## src/rtl/gcd_pkg.sv

```systemverilog
// Shared types and constants for the locator distance core.
// Used by gcd_front, gcd_queue, gcd_back and the top level.
`default_nettype none
package gcd_pkg;

  localparam int CORDIC_STAGES = 24;
  localparam int NLANE = 4;
  localparam int AW = 20;
  localparam int FW = 13;
  localparam int ZW = 31;
  localparam int QDEPTH = 4;
  localparam int QAW = 2;

  localparam logic [19:0] TURN_OFFSET = 20'd276480;
  localparam logic [17:0] REDUCE_RECIP = 18'd248551;
  localparam logic [15:0] FULL_TURN = 16'd17280;
  localparam logic [15:0] QUARTER_TURN = 16'd4320;
  localparam logic [18:0] CONV_A = 19'd390423;
  localparam logic [31:0] CONV_B = 32'd1233683875;
  localparam logic [31:0] CONV_CQ = 32'd2339430160;
  localparam logic [31:0] CONV_D = 32'd2264924160;
  localparam logic [31:0] CONV_DH = 32'd1132462080;
  localparam logic signed [33:0] CORDIC_GAIN = 34'sh026DD3B6A;
  localparam logic [13:0] DIST_SCALE = 14'd12742;
  localparam logic [18:0] DIST_MAX = 19'd320300;

  localparam logic [31:0] ATAN_TAB [32] = '{
    32'h3243F6A8, 32'h1DAC6705, 32'h0FADBAFC, 32'h07F56EA6, 32'h03FEAB76, 32'h01FFD55B,
    32'h00FFFAAA, 32'h007FFF55, 32'h003FFFEA, 32'h001FFFFD, 32'h000FFFFF, 32'h0007FFFF,
    32'h0003FFFF, 32'h0001FFFF, 32'h0000FFFF, 32'h00007FFF, 32'h00003FFF, 32'h00001FFF,
    32'h00000FFF, 32'h000007FF, 32'h000003FF, 32'h000001FF, 32'h000000FF, 32'h0000007F,
    32'h0000003F, 32'h0000001F, 32'h0000000F, 32'h00000008, 32'h00000004, 32'h00000002,
    32'h00000001, 32'h00000000
  };

  typedef struct packed {
    logic [1:0]    quad;
    logic [ZW-1:0] z;
  } angle_t;

  typedef struct packed {
    angle_t [NLANE-1:0] ang;
  } item_t;

endpackage
`default_nettype wire

```

## src/rtl/gcd_queue.sv

```systemverilog
// Short queue of reduced angle sets between front and back end.
// Depends on gcd_pkg for the item type and depth.
`default_nettype none
module gcd_queue import gcd_pkg::*; (
  input  wire logic  clk,
  input  wire logic  rst_n,
  input  wire logic  push_valid,
  output logic       push_ready,
  input  wire item_t push_item,
  output logic       pop_valid,
  input  wire logic  pop_ready,
  output item_t      pop_item
);

  item_t          mem_r [QDEPTH];
  logic [QAW-1:0] wptr_r, rptr_r;
  logic [QAW:0]   cnt_r;
  logic           push, pop;

  assign push_ready = cnt_r != (QAW+1)'(QDEPTH);
  assign pop_valid  = cnt_r != '0;
  assign push = push_valid && push_ready;
  assign pop  = pop_valid && pop_ready;
  assign pop_item = mem_r[rptr_r];

  always_ff @(posedge clk) begin
    if (push) begin
      mem_r[wptr_r] <= push_item;
    end
  end

  always_ff @(posedge clk) begin
    if (!rst_n) begin
      wptr_r <= '0;
      rptr_r <= '0;
      cnt_r  <= '0;
    end else begin
      if (push) wptr_r <= wptr_r + 1'b1;
      if (pop) rptr_r <= rptr_r + 1'b1;
      if (push && !pop) begin
        cnt_r <= cnt_r + 1'b1;
      end else if (pop && !push) begin
        cnt_r <= cnt_r - 1'b1;
      end
    end
  end

  a_cnt_bound: assert property (@(posedge clk) disable iff (!rst_n)
    cnt_r <= (QAW+1)'(QDEPTH)) else $error("queue count over depth");
  a_ptr_cnt: assert property (@(posedge clk) disable iff (!rst_n)
    (wptr_r - rptr_r) == cnt_r[QAW-1:0]) else $error("queue pointers disagree with count");
  a_fill: assert property (@(posedge clk) disable iff (!rst_n)
    (push && !pop) |=> cnt_r == $past(cnt_r) + 1'b1) else $error("queue lost a transfer");

endmodule
`default_nettype wire

```

## config.mk

```make
export PLATFORM = sky130hd
export DESIGN_NAME = gcd_queue
export DESIGN_NICKNAME = d
export VERILOG_FILES = /design/src/rtl/gcd_pkg.sv /design/src/rtl/gcd_queue.sv
export SDC_FILE = /design/constraint.sdc
export NUM_CORES = 1
export LEC_CHECK = 0
export BUFFER_PORTS_ARGS = -buffer_cell sky130_fd_sc_hd__buf_2
export CAP_MARGIN = 10
export CELL_PAD_IN_SITES_DETAIL_PLACEMENT = 1
export CELL_PAD_IN_SITES_GLOBAL_PLACEMENT = 1
export CORE_MARGIN = 3
export CORE_UTILIZATION = 27
export CTS_BUF_LIST = sky130_fd_sc_hd__clkbuf_8
export CTS_CLUSTER_SIZE = 16
export DETAILED_ROUTE_END_ITERATION = 8
export GPL_TIMING_DRIVEN = 0
export HOLD_SLACK_MARGIN = 0.02
export PLACE_DENSITY = 0.45
export SYNTH_ARGS = -nofsm -noshare
export SYNTH_HDL_FRONTEND = slang
export SYNTH_SLANG_ARGS = --single-unit
```

## constraint.sdc

```tcl
create_clock -name clk -period 7 [get_ports clk]
set_input_delay 0.35 -clock clk [delete_from_list [all_inputs] [get_ports clk]]
set_output_delay 0.35 -clock clk [all_outputs]
set_load 0.005 [all_outputs]
```

After elaboration in Yosys (flattened, before gate mapping)

Memories as Yosys holds them, arrays and structs flattened. A register that Yosys moved wholly into a read port is not among the register bits.
Index checks and enable logic that the tools add are counted.
Widths: inputs -> output; s select.

$add $sub $neg: 4
Equal/unequal tests: 1
Multiplexer cells: 6
Reductions and logical operators: 8

Operators by type and width:

| kind                | number |
|---|---|
| $mux 3              | 2 |
| $add 2x1->2 const B | 2 |
| $logic_and 1x1->1   | 4 |
| $mux 2              | 2 |
| $add 3x1->3 const B | 1 |
| $ne 3x3->1 const B  | 1 |
| $reduce_bool 3->1   | 1 |
| $sub 3x1->3 const B | 1 |
| $logic_not 1->1     | 2 |
| $mux 1              | 2 |
| $reduce_bool 2->1   | 1 |

Register bits: 7
RAM bits: 528
Bits of input ports: 136
Output and inout port bits: 134
Logic and storage cells: 23
Memories: 1

Memory list:

| memory | depth | width | read ports | clocked after memory_dff | write ports | RTL line        | RTL |
|---|---|---|---|---|---|---|---|
| mem_r  | 4     | 132   | 1          | 1                        | 1           | gcd_queue.sv:15 | `item_t mem_r [QDEPTH];` |

Longest topological paths before layout

Word-level depth: 6
Gate-level depth with buffers: 8
Mapped depth without buffers: 8

Worst setup path after synthesis

OpenSTA, ideal clock, no wires.

Path kind: register -> register
From: reg cnt_r[0]
To: mem mem_r[0][0] in the netlist's numbering, enable pin
Arrival: 3.850 ns
Setup slack: 2.643 ns
Stages on the path, launching flop included: 4
Buffers on the path: 0
Path through: dfxtp_1 -> nor2_1 -> a21boi_2 -> and2_1

Longest elaborated chain between the ends: 4

RTL lines:

| what                         | RTL line        | RTL |
|---|---|---|
| start, declared              | gcd_queue.sv:17 | `logic [QAW:0] cnt_r;` |
| start signal, assigned       | gcd_queue.sv:41 | `cnt_r <= cnt_r + 1'b1;` |
| start signal, assigned       | gcd_queue.sv:43 | `cnt_r <= cnt_r - 1'b1;` |
| $ne 3x3->1                   | gcd_queue.sv:20 | `assign push_ready = cnt_r != (QAW+1)'(QDEPTH);` |
| $logic_and 1x1->1            | gcd_queue.sv:22 | `assign push = push_valid && push_ready;` |
| named net push               | gcd_queue.sv:18 | `logic push, pop;` |
| $mux 1                       | gcd_queue.sv:27 | `if (push) begin` |
| $mux 1 (implied by the code) | gcd_queue.sv:28 | `mem_r[wptr_r] <= push_item;` |
| end, declared                | gcd_queue.sv:15 |  |

The timed path passes the listed nets, and every way through them passes these cells.

==> results.txt <==
The run finished with clean final reports. The area inside the core boundary is 0.0708 sq mm. The number of warnings reported in the yosys synthesis log is 0. The setup fix buffers added after clock tree synthesis came out at 0. The number of instances in the synthesized netlist came out at 738. Dividing total power by cell area gives a power density of 341 mW/mm^2. The switching fraction of total power came out at 0.271.

Headroom to the max-slew limit came out at 0.468. For this design the top-level I/O count stands at 270. The average footprint of a synthesized cell came out at 26.4 sq um. The H-tree was split into 3 levels. Summing all placed instances gives a cell area of 0.0223 sq mm.

After layout, the design draws a total of 8640 uW. For this block, the routed nets add up to 46600 um of wire. The clock latency at the later pin of the worst-skew pair came out at 0.67 ns. The minimum clock period after layout came out at 2.83 ns. The mean number of vias per cell came out at 4.26. The cell leakage power is 0.00858 uW.

The combined global-route utilization of all metal layers is 0.124. For this run, the post-layout net count is 1386. The category of the worst setup path capture point is an output port. Dividing the detail-routed wire length by the instance count gives 20.7 um. Across the run, the number of max-cap violations was 0. For the final database, setup skew stands at 0.0380 ns.

In this run the register-to-register setup slack is 4.24 ns. The number of setup violations in the final report came out at 0. The post-layout instance area came out at 0.0253 sq mm. The analysis attributes to net switching a power of 2340 uW. The vertical die dimension came out at 275 um.

In this run the critical register-to-register path is captured at mem_r[2][46]. The die outline width came out at 275 um. The path with the worst hold slack has its endpoint at wptr_r[1].

The netlist area before placement is 0.0195 sq mm. The pin count of the biggest net entering global routing came out at 50. In the final layout, the multi-input gates occupy 0.00326 sq mm. Based on the critical path, the design can be clocked at up to 0.353 GHz. The startpoint-to-endpoint class of the critical path is reg -> out. The clock sink total came out at 537. The starting utilization of the core area came out at 0.276. The last weighted congestion value of the routability-driven placer came out at 0.663.

The relative contribution of combinational cells to total power is 0.234. The biggest fanout along the worst timing path is 10. The maximum vdd drop is 0.136 mV. The relative contribution of sequential cells to total power is 0.460. Once placement completed, the tool counted placed cells totaling 1956. The post-route antenna net violation count is 0. For the pin with the worst max-slew slack, the measured transition is 0.798 ns. The startpoint type of the worst setup path is a flop. The cell internal power dissipation is 6300 uW. The hold path depth is 3. The vias after detailed routing came out at 9608. The register area share after synthesis came out at 0.822.

The data arrival time at the worst-slack endpoint is 2.48 ns. The clock root buffer is clkbuf_8. The total die area came out at 0.0755 sq mm. The hold violation total from the final report came to 0.

Counting distinct cell types in the post-synthesis netlist gives 22. The row count came out at 97. In this run the most critical hold path is launched from rst_n. The total DRC errors in the routed layout is 0.

The synthesized flop and latch total is 537. Excluding fillers, the count of instances in the completed layout stands at 2256. The clock share of power is 0.306. The starting DRC count in detailed routing came out at 484. The HPWL after detailed placement is 28200 um. Counting along the longest clock path gives a buffer depth of 3. Setup repair after global routing left no endpoint under its margin. The final core area utilization is 0.358.

The final period utilization came out at 0.405. The total area of sequential cells is 0.0160 sq mm. The worst hold path belongs to the class in -> reg. The initial antenna violation count is 6. The filler cell count is 6991. The final sum of negative setup slack is 0 ns. The total congestion overflow came out at 0. The global-route wire length before repair came out at 69500 um. The synthesized net count came out at 880. The number of iterations in the first detailed-routing pass is 4. The TritonCTS buffer count came out at 94.

In this run the critical register-to-register path is launched from cnt_r[0]. The layout overhead on the synthesized area came out at 29.9%. The fraction of final layout cells with drive strength greater than 1 is 0.419. The via count of the first global-routing pass is 11.2k. Clock-pin slew was measured on the worst setup and hold paths at 0.06 ns.

At the worst endpoint, the required time is 6.65 ns. The path depth of the worst reg2reg path came out at 5. The max-slew violation total from the final report is 0. Input and output buffers added on the ports amount to 268.

The clock tree from TritonCTS is yes.
[metal layers]
metal	GRT usage	vias to the layer above	routed length, um
li1	-	4230	-
met1	0.149	5011	19000
met2	0.209	247	23000
met3	0.0411	112	3180
met4	0.0447	8	1360
met5	0	-	56
[layout by cell type, fill, tap and decap left out, types with 2 or more instances in the layout]
cell           count
nand2_1            5
buf_16             9
or3_1              2
diode_2            3
buf_6             10
ha_1               5
clkbuf_1           6
mux2i_1            3
dfxtp_1            9
and2_4             4
clkinv_2           7
and2_1             4
buf_2            283
xnor2_1            3
dlygate4sd3_1    132
edfxtp_1         528
clkinv_1          28
bufinv_16          3
mux4_2           132
inv_1             30
clkbuf_8          96
[timing repair]
action | CTS | global route
endpoints found under the setup margin | 0 | 0
hold buffers | 132 | 0
hold endpoints to repair | 528 | 0
gates resized for setup | 0 | 0
[critical path, cell delays in order (launching register included)]
cell and delay, ns:
dfxtp_1 0.30, buf_2 0.20, buf_2 0.41, buf_2 0.36, mux4_2 0.36, buf_2 0.19
[cell usage after synthesis]
| master | count | area, sq um |
|---|---|---|
| o311ai_0 | 1 | 8.76 |
| ha_1 | 5 | 62.6 |
| xor2_1 | 1 | 8.76 |
| edfxtp_1 | 528 | 15900 |
| nor2b_1 | 1 | 6.26 |
| o31ai_1 | 1 | 7.51 |
| o21ai_0 | 1 | 5.00 |
| dfxtp_1 | 9 | 180 |
| mux2i_1 | 3 | 30.0 |
| xnor2_1 | 3 | 26.3 |
| fa_1 | 1 | 20.0 |
| nor2_1 | 1 | 3.75 |
| inv_1 | 3 | 11.3 |
| mux4_2 | 132 | 2970 |
| a21boi_2 | 1 | 11.3 |
| buf_2 | 15 | 75.1 |
| a21boi_0 | 1 | 7.51 |
| clkbuf_1 | 6 | 22.5 |
| nand2_1 | 5 | 18.8 |
| buf_6 | 10 | 113 |
| or3_1 | 2 | 12.5 |
| and2_1 | 8 | 50.1 |
[power by group through the flow]
| stage | logic [uW] | registers [uW] | clock network (uW) |
|---|---|---|---|
| global route | 2240 | 4000 | 2920 |
| floorplan | 1140 | 4060 | 0 |
| finish | 2030 | 3970 | 2640 |
| global placement | 2010 | 4130 | 0 |
| CTS | 2130 | 3980 | 2790 |
| detailed placement | 2070 | 4050 | 0 |
[flip-flops by register name, summed over array words and instances, names as in the netlist, named ones only]
register,flops
rptr_r,2
mem_r,528
cnt_r,3
wptr_r,2
[how the worst max path moves through the flow]
stage	start	end	slack, ns	depth (start not counted)
floorplan	cnt_r[0]	mem_r[0][0]	2.64	3
global placement	cnt_r[0]	mem_r[2][88]	-0.86	3
detailed placement	cnt_r[0]	mem_r[2][95]	4.14	5
CTS	flop	pop_item[55]	3.96	5
global route	cnt_r[0]	mem_r[2][46]	3.93	5
finish	flop	pop_item[55]	4.17	5
[logic make-up after synthesis]
| logic type | after synthesis | share of synthesized area |
|---|---|---|
| AOI/OAI and AO/OA | 5 | 0.00205 |
| xor gates and xnor gates | 4 | 0.00180 |
| adders and majority gates | 6 | 0.00423 |
| buffers and inverters | 34 | 0.0114 |
| DFF | 537 | 0.822 |
| muxes | 135 | 0.154 |
| and+or+nand+nor | 17 | 0.00468 |
[stage by stage]
step	hold WS (ns)	setup slack (ns)
3_5_place_dp	0.505	4.14
3_3_place_gp	0.486	-0.865
6_report	0.131	4.17
4_1_cts	0.0339	3.96
5_1_grt	0.103	3.93
2_1_floorplan	0.449	2.64
[layout make-up]
type | instances | area share
Sequential cell | 537 | 0.633
Multi-Input combinational cell | 167 | 0.129
Timing Repair Buffer | 410 | 0.116
Clock buffer | 96 | 0.0521
Tap cell | 940 | 0.0464
Clock inverter | 69 | 0.0151
Buffer | 31 | 0.00830
Inverter | 3 | 0.000444
Antenna cell | 3 | 0.000296
No activity file was read; power rests on OpenSTA's default activity.
